==> src/sv/kchdd_pkg.sv <==
// Shared types and constants for the key click / hold / double-click detector.
`timescale 1ns / 1ps

package kchdd_pkg;

   localparam int unsigned KeyWidth   = 4;
   localparam int unsigned EventWidth = 8;
   localparam int unsigned CountWidth = 8;
   localparam int unsigned CsrWidth   = 8;

   localparam logic [KeyWidth-1:0]   NoKey       = 4'hf;
   localparam logic [EventWidth-1:0] NoEvent     = 8'h0f;
   localparam logic [CountWidth-1:0] CountMax    = 8'hff;
   localparam logic [CsrWidth-1:0]   LongPressRst = 8'd50;
   localparam logic [CsrWidth-1:0]   WindowRst    = 8'd5;

   // csr register indexes
   localparam logic CsrLongPress = 1'b0;
   localparam logic CsrWindow    = 1'b1;

   typedef enum logic [3:0] {
      MODE_IDLE    = 4'b0001,
      MODE_PRESSED = 4'b0010,
      MODE_WAITING = 4'b0100,
      MODE_SECOND  = 4'b1000
   } mode_type;

   typedef struct packed {
      logic [CountWidth-1:0] long_press_ticks;
      logic [CountWidth-1:0] release_window_ticks;
   } cfg_type;

endpackage

==> src/sv/kchdd_fsm.sv <==
// Press-mode state machine: per-request state update and event decode.
`timescale 1ns / 1ps

module kchdd_fsm (
   input  logic                              clock,
   input  logic                              reset,
   input  logic                              step,
   input  logic [kchdd_pkg::KeyWidth-1:0]    key_code,
   input  kchdd_pkg::cfg_type                cfg,
   output logic [kchdd_pkg::EventWidth-1:0]  key_event
);

   kchdd_pkg::mode_type                   mode_ff, mode_in;
   logic [kchdd_pkg::CountWidth-1:0]      hold_ff, hold_in;
   logic [kchdd_pkg::KeyWidth-1:0]        saved_ff, saved_in;
   logic [kchdd_pkg::CountWidth-1:0]      rel_ff, rel_in;
   logic [kchdd_pkg::CountWidth-1:0]      rel_inc;

   // saturating release counter
   assign rel_inc = (rel_ff == kchdd_pkg::CountMax) ? rel_ff : rel_ff + 1'b1;

   always_comb begin
      mode_in   = mode_ff;
      hold_in   = hold_ff;
      saved_in  = saved_ff;
      rel_in    = rel_ff;
      key_event = kchdd_pkg::NoEvent;
      if (key_code != kchdd_pkg::NoKey) begin
         case (mode_ff)
            kchdd_pkg::MODE_IDLE: begin
               mode_in  = kchdd_pkg::MODE_PRESSED;
               hold_in  = '0;
               saved_in = key_code;
            end
            kchdd_pkg::MODE_WAITING: begin
               if (saved_ff == key_code) mode_in = kchdd_pkg::MODE_SECOND;
            end
            kchdd_pkg::MODE_SECOND: begin
               mode_in   = kchdd_pkg::MODE_IDLE;
               key_event = {saved_ff[2:0], 5'b0};
            end
            kchdd_pkg::MODE_PRESSED: begin
               if (hold_ff == cfg.long_press_ticks) begin
                  // long hold: reports the key seen now
                  key_event = {key_code, 4'b0};
               end else if (hold_ff == '0) begin
                  if (saved_ff != key_code) begin
                     mode_in = kchdd_pkg::MODE_IDLE;
                     hold_in = '0;
                  end else begin
                     hold_in = 8'd1;
                  end
               end else if (hold_ff < cfg.long_press_ticks) begin
                  hold_in = hold_ff + 1'b1;
               end
            end
            default: begin
               mode_in = kchdd_pkg::MODE_IDLE;
            end
         endcase
      end else begin
         if (mode_ff == kchdd_pkg::MODE_PRESSED && hold_ff < cfg.long_press_ticks) begin
            mode_in = kchdd_pkg::MODE_WAITING;
            hold_in = '0;
            rel_in  = '0;
         end else if (mode_ff == kchdd_pkg::MODE_WAITING) begin
            rel_in = rel_inc;
            if (rel_inc > cfg.release_window_ticks) begin
               mode_in   = kchdd_pkg::MODE_IDLE;
               key_event = {4'b0, saved_ff};
            end
         end else begin
            mode_in = kchdd_pkg::MODE_IDLE;
            hold_in = '0;
         end
      end
   end

   always_ff @(posedge clock) begin
      if (reset) begin
         mode_ff  <= kchdd_pkg::MODE_IDLE;
         hold_ff  <= '0;
         saved_ff <= kchdd_pkg::NoKey;
         rel_ff   <= '0;
      end else if (step) begin
         mode_ff  <= mode_in;
         hold_ff  <= hold_in;
         saved_ff <= saved_in;
         rel_ff   <= rel_in;
      end
   end

endmodule

==> src/sv/key_click_hold_double_click_detector.sv <==
// Top level of the key click / long-hold / double-click detector.
`timescale 1ns / 1ps

// One sampled key code per request (15 = no key) yields exactly one 8-bit
// event: 15 for nothing, the key for a click, key<<4 on each tick of a long
// hold, and (key<<5)&255 for a double click. The edge that accepts the
// request loads the input register; once the response register is free, a
// later edge runs the mode state machine, updates its state and loads the
// response register. A new request is accepted every cycle while the
// response side takes results; throughput is one request per clock. The
// csr registers (index 0: long-press count, index 1: release window) should
// be written only while no request is in flight.
module key_click_hold_double_click_detector (
   input  logic                               clock,
   input  logic                               reset,
   input  logic                               req_valid,
   output logic                               req_ready,
   input  logic [kchdd_pkg::KeyWidth-1:0]     req_key_code,
   output logic                               rsp_valid,
   input  logic                               rsp_ready,
   output logic [kchdd_pkg::EventWidth-1:0]   rsp_key_event,
   input  logic                               csr_write_enable,
   input  logic                               csr_index,
   input  logic [kchdd_pkg::CsrWidth-1:0]     csr_write_data
);

   kchdd_pkg::cfg_type                     cfg_ff;
   logic                                   in_valid_ff;
   logic [kchdd_pkg::KeyWidth-1:0]         in_key_ff;
   logic                                   out_valid_ff;
   logic [kchdd_pkg::EventWidth-1:0]       out_event_ff;
   logic [kchdd_pkg::EventWidth-1:0]       event_in;
   logic                                   out_free;
   logic                                   step;

   // response register can take a new result
   assign out_free  = !out_valid_ff || rsp_ready;
   // held request moves into the state machine this cycle
   assign step      = in_valid_ff && out_free;
   assign req_ready = !in_valid_ff || out_free;

   always_ff @(posedge clock) begin
      if (reset) begin
         cfg_ff.long_press_ticks     <= kchdd_pkg::LongPressRst;
         cfg_ff.release_window_ticks <= kchdd_pkg::WindowRst;
      end else if (csr_write_enable) begin
         case (csr_index)
            kchdd_pkg::CsrLongPress: cfg_ff.long_press_ticks     <= csr_write_data;
            kchdd_pkg::CsrWindow:    cfg_ff.release_window_ticks <= csr_write_data;
            default: ;
         endcase
      end
   end

   // input stage
   always_ff @(posedge clock) begin
      if (reset) begin
         in_valid_ff <= 1'b0;
      end else if (req_ready) begin
         in_valid_ff <= req_valid;
      end
   end

   always_ff @(posedge clock) begin
      if (req_valid && req_ready) in_key_ff <= req_key_code;
   end

   kchdd_fsm u_fsm (
      .clock     (clock),
      .reset     (reset),
      .step      (step),
      .key_code  (in_key_ff),
      .cfg       (cfg_ff),
      .key_event (event_in)
   );

   // response stage
   always_ff @(posedge clock) begin
      if (reset) begin
         out_valid_ff <= 1'b0;
      end else if (out_free) begin
         out_valid_ff <= in_valid_ff;
      end
   end

   always_ff @(posedge clock) begin
      if (step) out_event_ff <= event_in;
   end

   assign rsp_valid     = out_valid_ff;
   assign rsp_key_event = out_event_ff;

endmodule

==> config.mk <==
export PLATFORM = sky130hd
export DESIGN_NAME = key_click_hold_double_click_detector
export DESIGN_NICKNAME = d
export VERILOG_FILES = /design/src/sv/kchdd_pkg.sv /design/src/sv/kchdd_fsm.sv /design/src/sv/key_click_hold_double_click_detector.sv
export SDC_FILE = /design/constraint.sdc
export NUM_CORES = 1
export LEC_CHECK = 0
export BUFFER_PORTS_ARGS = -buffer_cell sky130_fd_sc_hd__buf_4
export CAP_MARGIN = 0
export CORE_MARGIN = 5
export CORE_UTILIZATION = 35
export DETAILED_ROUTE_END_ITERATION = 10
export SETUP_SLACK_MARGIN = 0.2
export SYNTH_ARGS = -nofsm -noshare
export SYNTH_HDL_FRONTEND = slang
export SYNTH_HIERARCHICAL = 1
export SYNTH_SLANG_ARGS = --single-unit
==> constraint.sdc <==
create_clock -name clock -period 3.16 [get_ports clock]
set_input_delay 0.632 -clock clock [delete_from_list [all_inputs] [get_ports clock]]
set_output_delay 0.632 -clock clock [all_outputs]
set_load 0.05 [all_outputs]
## Word-level counts from Yosys, hierarchy flattened

Index checks and enable logic that the tools add are counted.

| cells by class | value |
|---|---|
| $add $sub $neg | 2 |
| order comparisons | 2 |
| equality and inequality tests | 17 |
| multiplexer cells | 26 |
| bitwise operators | 2 |
| reduce and logical (&&, ||, !) cells | 15 |

Operator list:

| cell | count |
|---|---|
| $mux 8 | 13 |
| $mux 4 | 9 |
| $pmux 8 s2 | 2 |
| $add 8x1->8 const B | 2 |
| $ne 3x3->1 const B | 5 |
| $pmux 4 s3 | 1 |
| $eq 8x8->1 | 1 |
| $eq 8x8->1 const B | 1 |
| $gt 8x8->1 | 1 |
| $logic_not 8->1 | 1 |
| $lt 8x8->1 | 1 |
| $ne 4x4->1 const B | 2 |
| $reduce_and 3->1 | 2 |
| $reduce_and 6->1 | 1 |
| $reduce_and 5->1 | 1 |
| $eq 4x1->1 const B | 1 |
| $eq 4x2->1 const B | 1 |
| $eq 4x3->1 const B | 1 |
| $eq 4x4->1 | 1 |
| $eq 4x4->1 const B | 1 |
| $ne 4x2->1 const B | 1 |
| $ne 4x4->1 | 1 |
| $reduce_and 2->1 | 2 |
| $logic_and 1x1->1 | 3 |
| other kinds (6) | 9 |

| word-level totals | value |
|---|---|
| register bits | 54 |
| input bits | 18 |
| output and inout port bits | 10 |
| logic and storage cells | 74 |

## Depth between registers and ports, before layout

Gate-level depths: netlist of run 1.

| depth | value |
|---|---|
| depth after elaboration | 7 |
| gate-level depth with buffers | 12 |

## Modules after synthesis

Netlist of run 1, hierarchy kept.

By module, submodules not included:

| module | instances | cells each | area each (µm²) |
|---|---|---|---|
| kchdd_fsm | 1 | 250 | 1940.6 |
| key_click_hold_double_click_detector | 1 | 88 | 1114.8 |

## Least setup slack after synthesis of run 1

No wires, ideal clock.

| path | value |
|---|---|
| path kind | reg-to-reg |
| start | register u_fsm/rel_ff[0] (netlist name) |
| end | register out_event_ff, in the netlist rsp_key_event[0] (data pin) |
| arrival | 2303 ps |
| data required time | 2893 ps |
| path slack | 590 ps |
| stages on the path, launching flop included | 13 |
| path buffers | 0 |
| period minus slack after synthesis | 2570 ps |
| path through | dfxtp_1 -> ha_1 -> nand4_1 -> or2_2 -> nand3_1 -> xnor2_1 -> ha_1 -> nand4_1 -> nor2_1 -> a211oi_1 -> o21ai_0 -> o21ai_0 -> nand2_1 |

| on the way | value |
|---|---|
| cells in the longest elaborated chain, start to end | 7 |
| elaborated cells on any way between the ends | 8 |
| those cells by class | add/sub: 1; order compare: 1; eq/ne: 1; mux: 5 |

Ends and longest elaborated chain:

| item | RTL line | RTL |
|---|---|---|
| start: declaration | kchdd_fsm.sv:16 | `logic [kchdd_pkg::CountWidth-1:0] rel_ff, rel_in;` |
| start signal: assignment | kchdd_fsm.sv:89 | `rel_ff <= rel_in;` |
| $add 8x1->8 or $eq 8x8->1 (tied branches) | kchdd_fsm.sv:20 | `assign rel_inc = (rel_ff == kchdd_pkg::CountMax) ? rel_ff : rel_ff + 1'b1;` |
| $mux 8 * | kchdd_fsm.sv:20 |  |
| $gt 8x8->1 * | kchdd_fsm.sv:68 | `if (rel_inc > cfg.release_window_ticks) begin` |
| $mux 4 * | kchdd_fsm.sv:68 |  |
| $mux 8 * | kchdd_fsm.sv:66 | `end else if (mode_ff == kchdd_pkg::MODE_WAITING) begin` |
| $mux 8 * | kchdd_fsm.sv:62 | `if (mode_ff == kchdd_pkg::MODE_PRESSED && hold_ff < cfg.long_press_ticks) begin` |
| $mux 8 * | kchdd_fsm.sv:28 | `if (key_code != kchdd_pkg::NoKey) begin` |
| via event_in (one bit) | key_click_hold_double_click_detector.sv:32 | `logic [kchdd_pkg::EventWidth-1:0] event_in;` |
| end signal: assignment | key_click_hold_double_click_detector.sv:87 | `if (step) out_event_ff <= event_in;` |
| end: declaration | key_click_hold_double_click_detector.sv:31 | `logic [kchdd_pkg::EventWidth-1:0] out_event_ff;` |

Mark *: on every way through the listed nets, which the timed path passes. The rest lies on a longest branch.
A chain may end at the register's enable or synchronous reset.

## Worst setup path after layout of run 1

| path | value |
|---|---|
| start | register u_fsm/rel_ff[1] (netlist name) |
| end | register out_event_ff, in the netlist rsp_key_event[2] (data pin) |

The elaborated chain is that of the path after synthesis.

==> metrics.md, run 1 <==
| Metric | Value |
|---|---|
| Gr usage total | 0.129 |
| Longest Clk Path Bufs | 2 |
| Netlist Area Pre-Place | 3060 um^2 |
| Iteration-0 DRC count of the detailed router | 64 |
| Leakage Power | around 1.3 nW |
| Area of the multi-input gates | about 1700 um^2 |
| Grt total ovfl | 0 |
| Largest net degree at the start of global routing | just under 50 |
| Worst Path Max Fanout | 5 |
| Setup crit start kind | flip-flop |
| Number of enable flip-flop cells after synthesis | 12 |
| Psw | ~330 uW |
| Pre-CTS setup slack | 0.214 ns |
| CP Class | flip-flop to flip-flop |
| Max incr delay on CP | roughly 0.37 ns |
| Filler cell count | 898 |
| Yosys reg bits | 54 |
| FMAX | 0.369 GHz |
| Worst Tran Pin Value | roughly 0.84 ns |
| Dpl cell area | approximately 3400 um^2 |
| Reg power frac | 0.553 |
| Slew headroom | 0.441 |
| Final hold vios | 0 |
| Cells along the critical path | ha_2, nand4_1, or2_4, nand3_1, xnor2_1, ha_1, nand4_1, nor2_1, a211oi_2, o21ai_2, o21ai_0, nand2_1 |
| H-tree levels | 2 |
| Register area share after synthesis | 0.393 |
| FF-to-FF path depth | 12 |
| Comb pwr share | 0.106 |
| CP max-delay cell | dfxtp_2 |
| Die Ht | 103 um |
| Clock-pin slew on the worst setup and hold paths | approximately 0.10 ns |
| Worst setup path startpoint | u_fsm/rel_ff[1] |
| PortBufs | 27 |
| Yosys warns | 6 |
| Root Buffer | clkbuf_8 |
| Largest cells by area after synthesis | dfxtp_1 28%, edfxtp_1 12%, ha_1 7.8% |
| Most used cell along the critical path | nand4_1 |
| Seq. cell area | approximately 1200 um^2 |
| Core ar. | about 8600 um^2 |
| Top cells by count, synth | 42 x dfxtp_1, 25 x nor2_1, 21 x a21oi_1 |
| Most common cell in the netlist | dfxtp_1 |
| Vias post-DR | 2570 |
| Design area | ~3500 um^2 |
| Share of the synthesized area in the top cell type | 0.275 |
| Hold Crit Start | in_valid_ff |
| Peak supply drop | around 220 uV |
| Vias per cell | about 5.4 |
| CP required | around 3.2 ns |
| Sw frac | 0.243 |
| Reg2Reg Setup Slack | approximately 0.45 ns |
| Unrepaired setup endpoints after global routing | no |
| Die width | between 100 and 150 um |
| Area Overhead vs Synth | 13.8% |
| Die ar. | approximately 11000 um^2 |
| Fin cells | around 470 |
| Remaining antenna violation count | 0 |
| Final antenna diode count | 0 |
| Hold Path Stages | 2 |
| Final min period | between 2 and 3 ns |
| Initial antenna violation count | 0 |
| Wire per inst | 13.7 um |
| Share of layout cells above drive strength 1 | 0.143 |
| Hold crit path type | flip-flop to flip-flop |
| Final setup violating endpoints | 0 |
| Clock Power Share | 0.341 |
| Unique masters post-synth | between 50 and 60 |
| Crit path max-delay family | simple AND/OR/NAND/NOR gates |
| Reg-to-Reg Start | u_fsm/rel_ff[1] |
| Routability Congestion | slightly above 0.8 |
| Post-synthesis net count | about 380 |
| Async SR Flop Fraction | 0 |
| Power per cell area | between 300 and 400 nW/um^2 |
| Max Cap Viol | 0 |
| Crit. End Element | flip-flop |
| Sinks on Clock Net | 54 |
| Detailed Place HPWL | just under 5000 um |
| Cells after Synth | around 340 |
| Final period util | 0.857 |
| DRC viols | 0 |
| Status | completed |
| Final core occ | 0.405 |
| Layout Nets | 400 |
| Clock Skew | ~0.0085 ns |
| Postcts setup bufs | 0 |
| Routed wire length | roughly 6500 um |
| Leading area contributor after synthesis | dfxtp_1 |
| TritonCTS clock tree | yes |
| CTS buffer count | 5 |
| Ys flop type | dfxtp_1 |
| Instance count on the critical path | 12 |
| Num rows | 34 |
| Setup WS post-layout | roughly 0.45 ns |
| Final max-slew violation count | 0 |
| Avg Cell Area, Syn | ~9.0 um^2 |
| Placed Cells | 464 |
| Drt pass-1 iters | 4 |
| Clk_lat worst skew | ~0.30 ns |
| First-pass GRT wire length | roughly 11000 um |
| Crit path buffers/inverters | 0 |
| IO Count | 28 |
| Setup_tns | 0 ns |
| CP Data Arrival Time | 2.76 ns |
| Pint | 1.03 mW |
| Initial Util | 0.356 |
| Vias in the first global route | roughly 2400 |
final cells by class:
class	count	share of cell area
sequential	54	0.346
multi-input combinational	253	0.499
inverter	20	0.0216
clock inverter	2	0.0108
tap	108	0.0388
clock buffer	6	0.0209
timing repair buffer	29	0.0626
power groups by stage:
stage                     sequential (mW)  clock, mW  combinational, mW
after floorplan                     0.772          0             0.0890
after CTS                           0.750      0.478              0.144
after global placement              0.765          0              0.141
after global routing                0.753      0.510              0.162
final                               0.750      0.462              0.144
after detailed placement            0.765          0              0.144
per-layer routing:
metal / global-route usage / vias up / share of wire
li1: - / 1299 / -
met1: 0.169 / 1226 / 0.47
met2: 0.216 / 40 / 0.48
met3: 0.0275 / 5 / 0.039
met4: 0.0299 / 0 / 0.0084
met5: 0 / - / 0
tightest hold or removal path: cells and delay by family (launching register included):
family,cells,cell delay (ns)
buf+inv,1,0.05
flops,1,0.33
compound gates,1,0.05
what timing repair did:
action	in CTS	in global routing
resized for setup	0	9
endpoints found under the setup margin	0	4
hold buffers	0	0
final timing paths:
check / end
max: rsp_key_event[2]
max reg2reg: rsp_key_event[2]
min reg2reg: rsp_valid
min: rsp_valid
layout by cell type (no fill, tap or decap), types with 5 or more instances in the layout:
cell type	n
dfxtp_1	40
buf_4	29
nor2_1	25
a21oi_1	21
inv_1	20
nand2_1	20
ha_1	18
nand3_1	17
nand4_1	16
nand2b_1	13
o21ai_0	13
edfxtp_1	12
and3_1	10
mux2i_1	9
a22oi_1	7
a211o_1	6
o21ai_1	5
clkbuf_8	5
state kept, by name, summed over array words and instances, names as in the netlist:
register and count:
cfg_ff 16, in_key_ff 4, in_valid_ff 1, rsp_key_event 8, rsp_valid 1, u_fsm/hold_ff 8
u_fsm/mode_ff 4, u_fsm/rel_ff 8, u_fsm/saved_ff 4
cell families (layout without fill, tap and decap cells):
| logic type | Yosys count | after routing | share of synthesized area |
|---|---|---|---|
| compound gates | 83 | 83 | 0.183 |
| xor+xnor | 7 | 7 | 0.0201 |
| fa+ha+maj | 19 | 19 | 0.0778 |
| buf+inv | 31 | 57 | 0.0430 |
| flops | 54 | 54 | 0.393 |
| mux | 10 | 10 | 0.0332 |
| simple gates | 134 | 134 | 0.250 |
metrics by stage:
step | hold slack [ns] | total power, mW
after floorplan | 0.434 | 0.861
after global placement | 0.451 | 0.906
after detailed placement | 0.452 | 0.909
after CTS | 0.466 | 1.37
after global routing | 0.476 | 1.42
final | 0.463 | 1.36
(Power assumes the default switching activity.)
==> run 2, diff against run 1 <==
Settings changed: BUFFER_PORTS_ARGS -buffer_cell sky130_fd_sc_hd__buf_4 to not set, CTS_CLUSTER_DIAMETER set to 120, DONT_BUFFER_PORTS set to 1.
==> metrics.md, run 2 (synthesis results as in run 1) <==
| Metric | Value |
|---|---|
| Design area | 3290 um^2 (was 3480 um^2) |
| Worst Path Max Fanout | 5 (unchanged) |
| Die Ht | 103 um (unchanged) |
| Unrepaired setup endpoints after global routing | yes (was no) |
| Power per cell area | 404 nW/um^2 (was 390 nW/um^2) |
| Final period util | 0.858 (was 0.857) |
| Routability Congestion | 0.774 (was 0.818) |
| Reg2Reg Setup Slack | 0.45 ns (about the same) |
| Slew headroom | 0.470 (was 0.441) |
| Most common cell after layout, fill and taps aside | dfxtp_1 (unchanged) |
| Hold crit path type | input pin to flip-flop (was flip-flop to flip-flop) |
| Final min period | 2.71 ns (about the same) |
| Max FFs per register | 16 (unchanged) |
| Power, Total | 1.33 mW (was 1.36 mW) |
| Fin cells | 447 (was 472) |
| Final hold slack | 0.383 ns (was 0.463 ns) |
| Reg power frac | 0.571 (was 0.553) |
| Gr usage total | 0.124 (was 0.129) |
| Initial Util | 0.356 (unchanged) |
| Die ar. | 10700 um^2 (unchanged) |
| Crit path buffers/inverters | 0 (unchanged) |
| First-pass GRT wire length | 10800 um (was 11200 um) |
| CP Capture Point | rsp_key_event[0] (was rsp_key_event[2]) |
| Largest net degree at the start of global routing | 49 (unchanged) |
| Leakage Power | 1.21 nW (was 1.33 nW) |
| Setup_tns | 0 ns (unchanged) |
| Core ar. | 8590 um^2 (unchanged) |
| Instance count on the critical path | 12 (unchanged) |
| CP Data Arrival Time | 2.77 ns (was 2.76 ns) |
| Status | completed (unchanged) |
| Drt pass-1 iters | 5 (was 4) |
| Die width | 103 um (unchanged) |
| IO Count | 28 (unchanged) |
| Crit path max-delay family | simple AND/OR/NAND/NOR gates (unchanged) |
| Wire per inst | 14.4 um (was 13.7 um) |
| H-tree levels | 2 (unchanged) |
| Num rows | 34 (unchanged) |
| DRC viols | 0 (unchanged) |
| Iteration-0 DRC count of the detailed router | 92 (was 64) |
| Post-CTS Hold Buffers | 0 (unchanged) |
| Peak supply drop | 239 uV (was 218 uV) |
| CP required | 3.22 ns (was 3.21 ns) |
| Vias in the first global route | 2326 (was 2383) |
| Clk_lat worst skew | 0.31 ns (was 0.30 ns) |
| CP max-delay cell | dfxtp_2 (unchanged) |
| Top reg by flops | cfg_ff (unchanged) |
| FF-to-FF path depth | 12 (unchanged) |
| Max Cap Viol | 0 (unchanged) |
| Crit. End Element | flip-flop (unchanged) |
| Vias per cell | 5.49 (was 5.44) |
| Final antenna diode count | 0 (unchanged) |
| Most frequent cells in the layout | 40 x dfxtp_1, 25 x nor2_1, 21 x a21oi_1, 20 x inv_1, 20 x nand2_1 (was 40 x dfxtp_1, 29 x buf_4, 25 x nor2_1, 21 x a21oi_1) |
| Dpl cell area | 3160 um^2 (was 3350 um^2) |
| Placed Cells | 438 (was 464) |
| Clock Skew | 0.0111 ns (was 0.00846 ns) |
| Worst Tran Pin Value | 0.794 ns (was 0.836 ns) |
| CTS buffer count | 5 (unchanged) |
| CP Class | flip-flop to flip-flop (unchanged) |
| Share of layout cells above drive strength 1 | 0.0767 (was 0.143) |
| Initial antenna violation count | 0 (unchanged) |
| Clock-pin slew on the worst setup and hold paths | 0.10 ns (about the same) |
| PortBufs | 0 (was 27) |
| Comb pwr share | 0.076 (was 0.106) |
| Sinks on Clock Net | 54 (unchanged) |
| Longest Clk Path Bufs | 2 (unchanged) |
| Remaining antenna violation count | 0 (unchanged) |
| Psw | 319 uW (was 330 uW) |
| Detailed Place HPWL | 4730 um (was 4840 um) |
| Area Overhead vs Synth | 7.62% (was 13.8%) |
| Final max-slew violation count | 0 (unchanged) |
| Reg-to-reg endpoint | rsp_key_event[0] (was rsp_key_event[2]) |
| FMAX | 0.369 GHz (about the same) |
| Layout Nets | 375 (was 400) |
| Vias post-DR | 2452 (was 2570) |
| Setup crit start kind | flip-flop (unchanged) |
| Cells along the critical path | ha_1, nand4_1, or2_4, nand3_1, xnor2_1, ha_1, nand4_1, nor2_1, a211oi_2, o21ai_2, o21ai_0, nand2_1 (was ha_2, nand4_1, or2_4, nand3_1, xnor2_1, ha_1, nand4_1, nor2_1, a211oi_2, o21ai_2, o21ai_0, nand2_1) |
| Clock Power Share | 0.353 (was 0.341) |
| Grt total ovfl | 0 (unchanged) |
| Final setup violating endpoints | 0 (unchanged) |
| Sw frac | 0.240 (was 0.243) |
| Final hold vios | 0 (unchanged) |
| Pint | 1.01 mW (was 1.03 mW) |
| Reg-to-Reg Start | u_fsm/rel_ff[0] (was u_fsm/rel_ff[1]) |
| TritonCTS clock tree | yes (unchanged) |
| Routed wire length | 6430 um (was 6460 um) |
| Worst setup path startpoint | u_fsm/rel_ff[0] (was u_fsm/rel_ff[1]) |
| Max incr delay on CP | 0.37 ns (about the same) |
| Root Buffer | clkbuf_8 (unchanged) |
-- run 2: changes by cell type in the layout (fill, tap and decap cells not counted), sizes merged --
| cell | change |
|---|---|
| buf | -25 |
-- run 2: worst register-to-register path, cell delays in order, from the launching register on --
cell and delay (ns):
dfxtp_2 0.37, ha_1 0.20, nand4_1 0.18, or2_4 0.32, nand3_1 0.10, xnor2_1 0.14, ha_1 0.28, nand4_1 0.15
nor2_1 0.09, a211oi_2 0.25, o21ai_2 0.13, o21ai_0 0.19, nand2_1 0.07
-- run 2: worst min-delay path by stage --
stage                startpoint         to  slack (ns)  depth (start not counted)
floorplan           in_valid_ff  rsp_valid        0.43                          2
global placement    in_valid_ff  rsp_valid        0.44                          2
detailed placement  in_valid_ff  rsp_valid        0.45                          2
CTS                       reset  cfg_ff[1]        0.36                          1
global route              reset  cfg_ff[4]        0.35                          1
finish                    reset  cfg_ff[4]        0.38                          1
-- run 2: cell type report --
| type | count | area, um^2 |
|---|---|---|
| timing repair buffer | 4 | 30.0 |
| sequential | 54 | 1200 |
| clock buffer | 6 | 72.6 |
| clock inverter | 2 | 37.5 |
| inverter | 20 | 75.1 |
| tap | 108 | 135 |
| fill | 865 | 5310 |
| multi-input combinational | 253 | 1730 |
-- run 2: stage by stage --
| stage | utilization | setup WS (ns) |
|---|---|---|
| after floorplan | - | 0.590 |
| after global placement | 0.367 | 0.289 |
| after detailed placement | 0.367 | 0.168 |
| after CTS | 0.380 | 0.214 |
| after global routing | 0.383 | 0.165 |
| final | 0.383 | 0.449 |
-- run 2: routing by layer --
layer / share of wire / global-route usage / routed length, um
met5: 0 / 0 / 0
met4: 0.0096 / 0.0299 / 62
met3: 0.042 / 0.0282 / 269
met2: 0.47 / 0.207 / 3040
met1: 0.48 / 0.164 / 3060
-- run 2: power by group through the flow --
stage | Sequential, mW | Clock (mW) | Combinational (mW)
3_3_place_gp | 0.775 | 0 | 0.0980
6_report | 0.759 | 0.469 | 0.102
5_1_grt | 0.763 | 0.507 | 0.114
4_1_cts | 0.759 | 0.483 | 0.100
3_5_place_dp | 0.775 | 0 | 0.0996
2_1_floorplan | 0.772 | 0 | 0.0890
-- run 2: what timing repair did --
item                                    CTS  global route
pin swaps                                 0             1
endpoints found under the setup margin    4             5
gates resized for setup                   1             6
buffers inserted                          0             1
